File: src/rtl/core/cbm_pkg.sv
`timescale 1ns / 1ps

package cbm_pkg;

    // Access kinds carried in s_tuser
    typedef enum logic [1:0] {
        KIND_CPU_WRITE = 2'd0,
        KIND_CPU_READ  = 2'd1,
        KIND_PPU       = 2'd2,
        KIND_NONE      = 2'd3
    } kind_t;

    // Configuration register indexes
    localparam logic [7:0] CFG_PRG_MASK = 8'd0;
    localparam logic [7:0] CFG_CHR_MASK = 8'd1;

    // Register addresses and range starts in the CPU space
    localparam logic [15:0] ADDR_EXT_MODE  = 16'h5000;
    localparam logic [15:0] ADDR_LOW_START = 16'h5000;
    localparam logic [15:0] ADDR_HIGH      = 16'h8000;
    localparam logic [15:0] ADDR_SELECT    = 16'h8000;
    localparam logic [15:0] ADDR_LOAD      = 16'h8001;
    localparam logic [15:0] ADDR_QUIRK     = 16'h8003;
    localparam logic [15:0] ADDR_MIRROR    = 16'hA000;
    localparam logic [15:0] ADDR_IRQ_LATCH = 16'hC000;
    localparam logic [15:0] ADDR_IRQ_RLD   = 16'hC001;
    localparam logic [15:0] ADDR_IRQ_OFF   = 16'hE000;
    localparam logic [15:0] ADDR_IRQ_ON    = 16'hE001;

    // Protection and quirk bytes
    localparam logic [7:0] QUIRK_ARM     = 8'h28;
    localparam logic [7:0] QUIRK_ALT     = 8'h2A;
    localparam logic [7:0] QUIRK_BANK    = 8'h17;
    localparam logic [7:0] PROT_BYTE_LO  = 8'h80;
    localparam logic [7:0] PROT_BYTE_MID = 8'h42;
    localparam logic [7:0] PROT_BYTE_HI  = 8'h00;
    localparam logic [7:0] FIXED_BANK_C  = 8'hFE;
    localparam logic [7:0] FIXED_BANK_E  = 8'hFF;

    // Scanline counter: rising A13 transitions counted for one tick
    localparam logic [5:0] EDGES_PER_LINE = 6'd42;

    // Packed result word, highest field first
    typedef struct packed {
        logic [3:0] pad;
        logic       irq_line;
        logic       mirror_select;
        logic [8:0] chr_bank;
        logic [7:0] prg_bank;
        logic       read_driven;
        logic [7:0] read_data;
    } result_t;

endpackage

File: src/rtl/core/cartridge_bank_mapper_irq_unit.sv
`timescale 1ns / 1ps

// Cartridge bank mapper with scanline IRQ.
//
// Request channel (s_*): one bus access per request. s_tuser carries the
// access kind (CPU write, CPU read, PPU access); s_tdata carries address
// and write byte. Result channel (m_*): one result per request with the
// read/protection byte, the translated PRG and CHR banks, mirroring and
// the IRQ line as they stand after the access.
// Configuration channel (cfg_*): index 0 writes the PRG bank mask, index 1
// the CHR bank mask; other indexes are dropped. Always ready.
//
// The result is registered: it is valid in the cycle after the request is
// accepted. Throughput is one request per cycle while results are taken;
// all decode, translation and counter update happen in one pass between
// the request handshake and the result register.
// Reset (aresetn low, synchronous) clears all mapper state, sets both masks
// to all ones and empties the result register. While the receiver stalls
// with a result held, s_tready stays low; it returns high in the cycle the
// held result is taken.
module cartridge_bank_mapper_irq_unit (
    input  logic        aclk,
    input  logic        aresetn,
    input  logic        s_tvalid,
    output logic        s_tready,
    input  logic [23:0] s_tdata,    // [15:0] address, [23:16] data
    input  logic [1:0]  s_tuser,    // [1:0] kind
    output logic        m_tvalid,
    input  logic        m_tready,
    // [7:0] read_data, [8] read_driven, [16:9] prg_bank, [25:17] chr_bank,
    // [26] mirror_select, [27] irq_line, [31:28] zero
    output logic [31:0] m_tdata,
    input  logic        cfg_valid,
    output logic        cfg_ready,
    input  logic [7:0]  cfg_index,
    input  logic [8:0]  cfg_data
);
    import cbm_pkg::*;

    // Configuration and mapper state
    logic [7:0] prg_mask_reg;
    logic [8:0] chr_mask_reg;
    logic [7:0] bank_regs_reg [8];
    logic [7:0] ext_mode_reg, command_reg, quirk_value_reg, last_written_reg;
    logic [7:0] irq_reload_reg;
    logic [9:0] irq_counter_reg;
    logic       write_armed_reg, c000_override_reg, irq_enable_reg;
    logic       irq_pending_reg, mirror_bit_reg, prev_a13_reg;
    logic [5:0] edge_count_reg;
    logic       out_valid_reg;
    result_t    out_reg;

    logic [7:0] bank_regs_next [8];
    logic [7:0] ext_mode_next, command_next, quirk_value_next, last_written_next;
    logic [7:0] irq_reload_next;
    logic [9:0] irq_counter_next;
    logic       write_armed_next, c000_override_next, irq_enable_next;
    logic       irq_pending_next, mirror_bit_next, prev_a13_next;
    logic [5:0] edge_count_next;
    result_t    out_next;

    kind_t       kind;
    logic [15:0] addr;
    logic [7:0]  wdata;
    logic        accept;

    assign kind      = kind_t'(s_tuser);
    assign addr      = s_tdata[15:0];
    assign wdata     = s_tdata[23:16];
    assign s_tready  = !out_valid_reg || m_tready;
    assign accept    = s_tvalid && s_tready;
    assign cfg_ready = 1'b1;
    assign m_tvalid  = out_valid_reg;
    assign m_tdata   = out_reg;

    // PRG translation
    logic [1:0] slot;
    logic [7:0] prg_raw;
    assign slot = addr[14:13];
    always_comb begin
        if (slot == 2'd2 && c000_override_reg) begin
            prg_raw = QUIRK_BANK;
        end else if (ext_mode_reg[7]) begin
            if (ext_mode_reg[5]) begin
                prg_raw = {2'b00, ext_mode_reg[4:1], slot};
            end else begin
                prg_raw = {2'b00, ext_mode_reg[4:0], slot[0]};
            end
        end else begin
            case (slot)
                2'd0:    prg_raw = bank_regs_reg[6];
                2'd1:    prg_raw = bank_regs_reg[7];
                2'd2:    prg_raw = FIXED_BANK_C;
                default: prg_raw = FIXED_BANK_E;
            endcase
        end
    end

    // CHR translation; A12 swapped by command bit 7
    logic [12:0] ca;
    logic [2:0]  chr_idx;
    logic [7:0]  chr_reg_val;
    logic [8:0]  chr_raw;
    assign ca          = {addr[12] ^ command_reg[7], addr[11:0]};
    assign chr_idx     = ca[12] ? 3'(3'd2 + {1'b0, ca[11:10]}) : {2'b00, ca[11]};
    assign chr_reg_val = bank_regs_reg[chr_idx];
    assign chr_raw     = ca[12] ? {1'b0, chr_reg_val}
                                : {1'b1, chr_reg_val[7:1], ca[10]};

    // Protection byte
    logic [7:0] prot_byte;
    always_comb begin
        case (last_written_reg[1:0])
            2'd0, 2'd1: prot_byte = PROT_BYTE_LO;
            2'd2:       prot_byte = PROT_BYTE_MID;
            default:    prot_byte = PROT_BYTE_HI;
        endcase
    end

    // Next state and result for the current request
    logic       a13;
    logic [5:0] edge_inc;
    logic [9:0] counter_dec;
    always_comb begin
        bank_regs_next     = bank_regs_reg;
        ext_mode_next      = ext_mode_reg;
        command_next       = command_reg;
        quirk_value_next   = quirk_value_reg;
        last_written_next  = last_written_reg;
        irq_reload_next    = irq_reload_reg;
        irq_counter_next   = irq_counter_reg;
        write_armed_next   = write_armed_reg;
        c000_override_next = c000_override_reg;
        irq_enable_next    = irq_enable_reg;
        irq_pending_next   = irq_pending_reg;
        mirror_bit_next    = mirror_bit_reg;
        prev_a13_next      = prev_a13_reg;
        edge_count_next    = edge_count_reg;
        out_next           = '0;
        a13                = addr[13];
        edge_inc           = 6'(edge_count_reg + 6'd1);
        counter_dec        = 10'(irq_counter_reg - 10'd1);

        case (kind)
            KIND_CPU_WRITE: begin
                if (addr >= ADDR_HIGH) begin
                    last_written_next = wdata;
                    if (addr == ADDR_QUIRK) begin
                        if (wdata == QUIRK_ARM || wdata == QUIRK_ALT) begin
                            quirk_value_next = wdata;
                        end
                    end else if (addr == ADDR_SELECT) begin
                        quirk_value_next = '0;
                    end
                    case (addr)
                        ADDR_IRQ_LATCH: begin
                            irq_reload_next  = wdata;
                            irq_counter_next = {2'b00, wdata};
                        end
                        ADDR_IRQ_RLD: begin
                            irq_counter_next = {2'b00, irq_reload_reg};
                            edge_count_next  = '0;
                            prev_a13_next    = 1'b0;
                        end
                        ADDR_IRQ_OFF: begin
                            irq_enable_next  = 1'b0;
                            irq_pending_next = 1'b0;
                        end
                        ADDR_IRQ_ON: irq_enable_next = 1'b1;
                        ADDR_MIRROR: mirror_bit_next = wdata[0];
                        ADDR_SELECT: begin
                            command_next     = wdata;
                            write_armed_next = 1'b1;
                        end
                        ADDR_LOAD: begin
                            if (write_armed_reg) begin
                                bank_regs_next[command_reg[2:0]] = wdata;
                                c000_override_next = 1'b0;
                                write_armed_next   = 1'b0;
                            end
                            if (quirk_value_reg == QUIRK_ARM) begin
                                c000_override_next = 1'b1;
                            end
                        end
                        default: ;
                    endcase
                end else if (addr >= ADDR_LOW_START) begin
                    last_written_next = wdata;
                    if (addr == ADDR_EXT_MODE) begin
                        ext_mode_next = wdata;
                    end
                    c000_override_next = 1'b0;
                end
            end
            KIND_CPU_READ: begin
                if (addr >= ADDR_HIGH) begin
                    out_next.prg_bank = prg_raw & prg_mask_reg;
                end else if (addr[15:12] == ADDR_EXT_MODE[15:12]) begin
                    out_next.read_driven = 1'b1;
                    out_next.read_data   = prot_byte;
                end
            end
            KIND_PPU: begin
                if (!addr[13]) begin
                    out_next.chr_bank = chr_raw & chr_mask_reg;
                end
                // Scanline tick on every Nth rising edge of A13
                if (a13 && !prev_a13_reg) begin
                    edge_count_next = edge_inc;
                    if (edge_inc == EDGES_PER_LINE) begin
                        edge_count_next = '0;
                        if (irq_enable_reg && !irq_counter_reg[9]) begin
                            irq_counter_next = counter_dec;
                            if (counter_dec[9]) begin
                                irq_pending_next = 1'b1;
                            end
                        end
                    end
                end
                prev_a13_next = a13;
            end
            default: ;
        endcase

        out_next.mirror_select = mirror_bit_next;
        out_next.irq_line      = irq_pending_next;
    end

    // Control state
    always_ff @(posedge aclk) begin
        if (!aresetn) begin
            prg_mask_reg      <= '1;
            chr_mask_reg      <= '1;
            for (int i = 0; i < 8; i++) begin
                bank_regs_reg[i] <= '0;
            end
            ext_mode_reg      <= '0;
            command_reg       <= '0;
            quirk_value_reg   <= '0;
            last_written_reg  <= '0;
            irq_reload_reg    <= '0;
            irq_counter_reg   <= '0;
            write_armed_reg   <= 1'b0;
            c000_override_reg <= 1'b0;
            irq_enable_reg    <= 1'b0;
            irq_pending_reg   <= 1'b0;
            mirror_bit_reg    <= 1'b0;
            prev_a13_reg      <= 1'b0;
            edge_count_reg    <= '0;
            out_valid_reg     <= 1'b0;
        end else begin
            if (cfg_valid) begin
                if (cfg_index == CFG_PRG_MASK) begin
                    prg_mask_reg <= cfg_data[7:0];
                end else if (cfg_index == CFG_CHR_MASK) begin
                    chr_mask_reg <= cfg_data;
                end
            end
            if (accept) begin
                bank_regs_reg     <= bank_regs_next;
                ext_mode_reg      <= ext_mode_next;
                command_reg       <= command_next;
                quirk_value_reg   <= quirk_value_next;
                last_written_reg  <= last_written_next;
                irq_reload_reg    <= irq_reload_next;
                irq_counter_reg   <= irq_counter_next;
                write_armed_reg   <= write_armed_next;
                c000_override_reg <= c000_override_next;
                irq_enable_reg    <= irq_enable_next;
                irq_pending_reg   <= irq_pending_next;
                mirror_bit_reg    <= mirror_bit_next;
                prev_a13_reg      <= prev_a13_next;
                edge_count_reg    <= edge_count_next;
                out_valid_reg     <= 1'b1;
            end else if (m_tready) begin
                out_valid_reg <= 1'b0;
            end
        end
    end

    // Result payload
    always_ff @(posedge aclk) begin
        if (accept) begin
            out_reg <= out_next;
        end
    end

    // Checks
    a_irq_needs_enable: assert property (@(posedge aclk) disable iff (!aresetn)
        $rose(irq_pending_reg) |-> irq_enable_reg)
        else $error("irq pending raised while disabled");

    a_edge_count_range: assert property (@(posedge aclk) disable iff (!aresetn)
        edge_count_reg != EDGES_PER_LINE)
        else $error("edge count reached line length");

    a_result_exclusive: assert property (@(posedge aclk) disable iff (!aresetn)
        out_valid_reg && out_reg.read_driven |->
            out_reg.prg_bank == '0 && out_reg.chr_bank == '0)
        else $error("protection read carried a bank");

    a_override_from_write: assert property (@(posedge aclk) disable iff (!aresetn)
        $rose(c000_override_reg) |-> $past(accept && kind == KIND_CPU_WRITE))
        else $error("override set without a cpu write");

endmodule
File: config.mk
export PLATFORM = sky130hd
export DESIGN_NAME = cartridge_bank_mapper_irq_unit
export DESIGN_NICKNAME = d
export VERILOG_FILES = /design/src/rtl/core/cbm_pkg.sv /design/src/rtl/core/cartridge_bank_mapper_irq_unit.sv
export SDC_FILE = /design/constraint.sdc
export NUM_CORES = 1
export LEC_CHECK = 0
export BUFFER_PORTS_ARGS = -buffer_cell sky130_fd_sc_hd__buf_2
export CORE_MARGIN = 2
export CORE_UTILIZATION = 25
export DETAILED_ROUTE_END_ITERATION = 6
export PLACE_DENSITY_LB_ADDON = 0.1
export SYNTH_ARGS = -nofsm -noshare
export SYNTH_HDL_FRONTEND = slang
export SYNTH_SLANG_ARGS = --single-unit
File: constraint.sdc
create_clock -name aclk -period 2.9 [get_ports aclk]
set_clock_uncertainty 0.2 [all_clocks]
set_input_delay 0.145 -clock aclk [delete_from_list [all_inputs] [get_ports aclk]]
set_output_delay 0.145 -clock aclk [all_outputs]
set_load 0.01 [all_outputs]
Yosys cells after proc, flatten, opt, wreduce, memory -nomap -nowiden. Index checks and enable logic that the tools add are counted.

Register bits after elaboration: 166. Input bits: 48. Output and inout port bits: 35.

Reduce and logical (&&, ||, !) cells: 39. Bitwise operators: 10. Mux-type cells: 52. $lt $le $gt $ge: 5. Equal/unequal tests: 30. Add/sub/neg operators: 3.

Operators by type and width (count): equality test 16 bit (second input constant) (8); bitwise mux 64 bit (1); two-way mux 8 bit (8); two-way mux 10 bit (4); case mux 10 bit (2 select lines) (2); AND reduction 5 bit (5); binary-select mux 8 bit (select 3 bit) (1); demux 8 bit (select 3 bit) (1); equality test 8 x 6 -> 1 bit (second input constant) (3); two-way mux 6 bit (4); case mux 8 bit (3 select lines) (1); AND reduction 4 bit (5); two-way mux 1 bit (18); two-way mux 9 bit (2); equality test 16 x 15 -> 1 bit (second input constant) (1); greater-or-equal comparator 16 x 15 -> 1 bit (second input constant) (1); greater-or-equal comparator 16 bit (second input constant) (1); case mux 8 bit (2 select lines) (1); case mux 6 bit (2 select lines) (1); nonzero test 2 bit (6); subtractor 10 x 1 -> 10 bit (second input constant) (1); bitwise AND 9 bit (1); bitwise AND 8 bit (1); equality test 8 x 1 -> 1 bit (second input constant) (1); other kinds (28) (61).

Depth between registers and ports, before layout.
Depth in word-level cells: 8. Gate-level depth with buffers: 7. Depth with buffers taken out: 7.

Worst setup path after synthesis. No wires, ideal clock.

Kind: reg2reg. Start point: register out_valid_reg (netlist: m_tvalid). End point: register bank_regs_reg[19] (netlist name). Buffers on the path: 2. Required time: 2.572 ns. Cell stages (with the launch flop): 8. Arrival: 2.069 ns. Setup slack: 0.503 ns. Period minus slack after synthesis: 2.397 ns. Path through: dfxtp_1 nand2b_1 clkbuf_1 nand4_2 buf_2 nor4_4 mux2i_1 nor2_1.

Word-level cells in the longest chain between the ends: 4.

Ends and longest elaborated chain: start: declaration (line cartridge_bank_mapper_irq_unit.sv:50) `logic out_valid_reg;`; start signal: assignment (line cartridge_bank_mapper_irq_unit.sv:250) `out_valid_reg <= 1'b0;`; start signal: assignment (line cartridge_bank_mapper_irq_unit.sv:274) `out_valid_reg <= 1'b1;`; start signal: assignment (line cartridge_bank_mapper_irq_unit.sv:276) `out_valid_reg <= 1'b0;`; logical NOT 1 bit (line cartridge_bank_mapper_irq_unit.sv:70) `assign s_tready = !out_valid_reg || m_tready;`; logical OR 1 bit (line cartridge_bank_mapper_irq_unit.sv:70); via s_tready (line cartridge_bank_mapper_irq_unit.sv:25) `output logic s_tready,`; logical AND 1 bit (line cartridge_bank_mapper_irq_unit.sv:71) `assign accept = s_tvalid && s_tready;`; AND reduction 5 bit (no source line); end signal: assignment (line cartridge_bank_mapper_irq_unit.sv:260) `bank_regs_reg <= bank_regs_next;`; end: declaration (line cartridge_bank_mapper_irq_unit.sv:43) `logic [7:0] bank_regs_reg [8];`.

The timed path passes the listed nets, and every way through them passes these cells. A chain may end at the register's enable or synchronous reset.

Final worst setup path.
Start point: input port s_tdata[13]. End point: register irq_counter_reg[7].

Word-level cells in the longest chain between the ends: 4. Elaborated cells on any way between the ends: 11.

Ends and longest elaborated chain: start: declaration (line cartridge_bank_mapper_irq_unit.sv:26) `input logic [23:0] s_tdata,`; branches (longest 4 deep; another with greater-or-equal comparator 16 bit); end signal: assignment (line cartridge_bank_mapper_irq_unit.sv:266) `irq_counter_reg <= irq_counter_next;`; end: declaration (line cartridge_bank_mapper_irq_unit.sv:46) `logic [9:0] irq_counter_reg;`.

Parallel ways; which one is timed is not known. The select of a mux whose other input is x is not followed.

==> impl_metrics.json <==
{
  "nNetsFinal": 892,
  "reg2reg_from": "edge_count_reg[2]",
  "r2r_slack_ps": 340,
  "layout_setup_ws_ps": 283.9,
  "cts_tree": "done",
  "synth_edf_count": 22,
  "clkTransAtPathRegs_ps": 60,
  "hold_violations": 0,
  "pin_count": 83,
  "finalCritPeriodShare_pct": 90.21,
  "cts.sink_count": 153,
  "hpwlAfterDp_microns": 15450,
  "dieArea_sq_um": 30660,
  "cp_slowest_cell": "nor4bb_1",
  "wl_per_cell_microns": 17.56,
  "synth_cell_types": 72,
  "drive_above_1_share_pct": 18.97,
  "setup_tns_ps": 0,
  "fp.dieW_microns": 175.1,
  "ir_drop_mv": 0.2512,
  "htree_levels": 4,
  "register_area_sq_um": 3283,
  "num_vias": 5817,
  "nFillCells": 2994,
  "layout_common_cells": "131 x dfxtp_1, 128 x mux2i_1, 104 x nor2_1",
  "io_buffers": 72,
  "drt_iter0_drc": 374,
  "postPlaceCellArea_sq_um": 8178,
  "synth_area_leaders": "dfxtp_1 36%, mux2i_1 18%, edfxtp_1 9.0%, nor2_1 5.3%, nor4_4 3.2%",
  "rows": 62,
  "num_antenna_cells": 0,
  "setup_violations": 0,
  "syn_inst": 749,
  "criticalPathCategory": "input pin to flop",
  "hold_depth": 3,
  "grt_overflow": 0,
  "startpoint": "s_tdata[13]",
  "ys_seq_area_share_pct": 44.85,
  "synth_top_area_share_pct": 35.83,
  "arrival_ps": 2740,
  "die_h_microns": 175.1,
  "crit_chain": "dlygate4sd3_1, buf_2, nor4bb_1, nand4_1, a21o_1, or4_1, a32o_1",
  "start_util_pct": 25.43,
  "slew_violations": 0,
  "hp-start": "s_tdata[23]",
  "clk_latency_ps": 430,
  "grt_pass1_wl_microns": 33830,
  "ys_ff_latch": 153,
  "crit_path_end_kind": "flop",
  "hp-class": "input pin to flop",
  "antenna_found_initial": 0,
  "status": "finished, final reports clean",
  "core_sq_um": 28780,
  "synthArstFlopShare_pct": 0,
  "path_buf_inv": 2,
  "cp_top_family": "simple AND/OR/NAND/NOR gates",
  "postCtsSetupBuffers": 0,
  "min_to": "irq_reload_reg[7]",
  "grt_pass1_vias": 5767,
  "yosys.area.top_type": "dfxtp_1",
  "yosys_most_used_dff": "dfxtp_1",
  "multi_input_area_sq_um": 3762,
  "synth_area_sq_um": 7320,
  "rsz0062_at_grt": "no",
  "largest_register_ffs": 62,
  "pre_cts_slack_ps": 315.5,
  "cp_data_required_time_ps": 3020,
  "cts_root_buffer": "clkbuf_16",
  "postRouteAntennaNets": 0,
  "syn_area_per_cell_sq_um": 9.772,
  "clockBufferDepth": 2,
  "r2r_end": "irq_counter_reg[2]",
  "layout_commonest_cell": "dfxtp_1",
  "ys_warn_count": 0,
  "critical_path_peak_fanout": 9,
  "p_leak_nw": 3.399,
  "grtUsageTotal_pct": 14.37,
  "drc": 0,
  "wirelength_microns": 21730,
  "area_growth_pct": 22.34,
  "layout_min_cycle_time_ps": 2616,
  "cts_made_buffers": 17,
  "cp-start-kind": "input pin",
  "viasPerCell": 4.699,
  "cellPowerDensity_nw_per_um2": 535.6,
  "slew_headroom_pct": 49.31,
  "fin_area_sq_um": 8955,
  "reg2regPathDepth": 5,
  "worst_slew_pin_slew_ps": 758.8,
  "grt_max_degree": 73,
  "gp_congestion": 0.7430,
  "firstDrtPassIters": 5,
  "max_freq_mhz": 382.3,
  "maxCapViolations": 0,
  "critPathMaxStageDelay_ps": 550
}
==> per-stage QoR <==
step	util, %	hold slack (ps)	total power (W)	instances
final	31.11	19.58	0.004796	1238
after detailed placement	28.41	180.3	0.002585	1187
after floorplan	-	70.11	0.002429	757
after global routing	31.11	2.091	0.004967	1238
after global placement	28.41	179.6	0.002582	1187
after CTS	31.11	3.978	0.004857	1238
==> routing by layer <==
metal,up-vias,routed length (microns),global-route usage [%]
li1,2880,-,-
met1,2821,10300,18.84
met2,103,10650,24.23
met3,13,556,2.676
met4,0,231,3.750
met5,-,0,0
==> where the power goes <==
group	internal [W]	switching [W]
sequential	0.00217	0.00000920
combinational	0.000121	0.000244
clock	0.00130	0.000949
==> layout make-up <==
| type | count | share of cell area, % |
|---|---|---|
| repair buffers | 120 | 8.858 |
| multi-input cells | 536 | 42.01 |
| well taps | 384 | 5.365 |
| clock inverters | 13 | 1.607 |
| inverters | 13 | 0.5449 |
| clock buffers | 19 | 4.946 |
| flip-flops and latches | 153 | 36.66 |
==> cell usage after synthesis, drive strengths merged (2+ instances only) <==
master / number
dfxtp: 131
mux2i: 128
nor2: 104
nand2: 53
clkbuf: 36
o21ai: 35
edfxtp: 22
a21oi: 21
buf: 19
nor4: 19
nand3: 16
inv: 13
and3: 12
nand4: 12
a31oi: 10
o211ai: 9
and2: 7
nand3b: 6
nor2b: 6
nor3: 6
nor4b: 6
or4: 6
a211o: 4
a32o: 4
mux2: 4
nand2b: 4
nor3b: 4
ha: 3
nor4bb: 3
o2111a: 3
or3: 3
a21o: 2
a221o: 2
a41o: 2
and3b: 2
and4: 2
conb: 2
nand4b: 2
o211a: 2
o21a: 2
o22ai: 2
or2: 2
==> cells by family after synthesis <==
group,after synthesis,synth area share [%]
AND/OR/NAND/NOR,278,21.86
flip-flops,153,44.85
multiplexers,132,18.12
AO/OA/AOI/OAI,111,10.05
buffers and inverters,68,4.256
adder cells (fa/ha/maj),3,0.5129
other,2,0.1026
XOR/XNOR,2,0.2394
==> how the worst max path moves through the flow <==
stage	end	slack [ps]	cells after the start
4_1_cts	irq_counter_reg[8]	340	5
5_1_grt	irq_counter_reg[7]	100	7
2_1_floorplan	bank_regs_reg[19]	500	7
6_report	irq_counter_reg[7]	280	7
3_5_place_dp	irq_counter_reg[7]	320	6
3_3_place_gp	mirror_bit_reg	250	6
==> timing repair <==
item / in CTS / in global routing
hold buffers: 19 / 0
hold endpoints to repair: 40 / 0
resized for setup: 0 / 0
==> worst register-to-register path, stage by stage, from the launching register on <==
cell,delay (ps)
dfxtp_1,420
and3_1,260
mux2i_1,560
a31oi_1,340
nor3_1,500
a32o_1,210
Note: power is estimated with default switching activity, not from simulation.
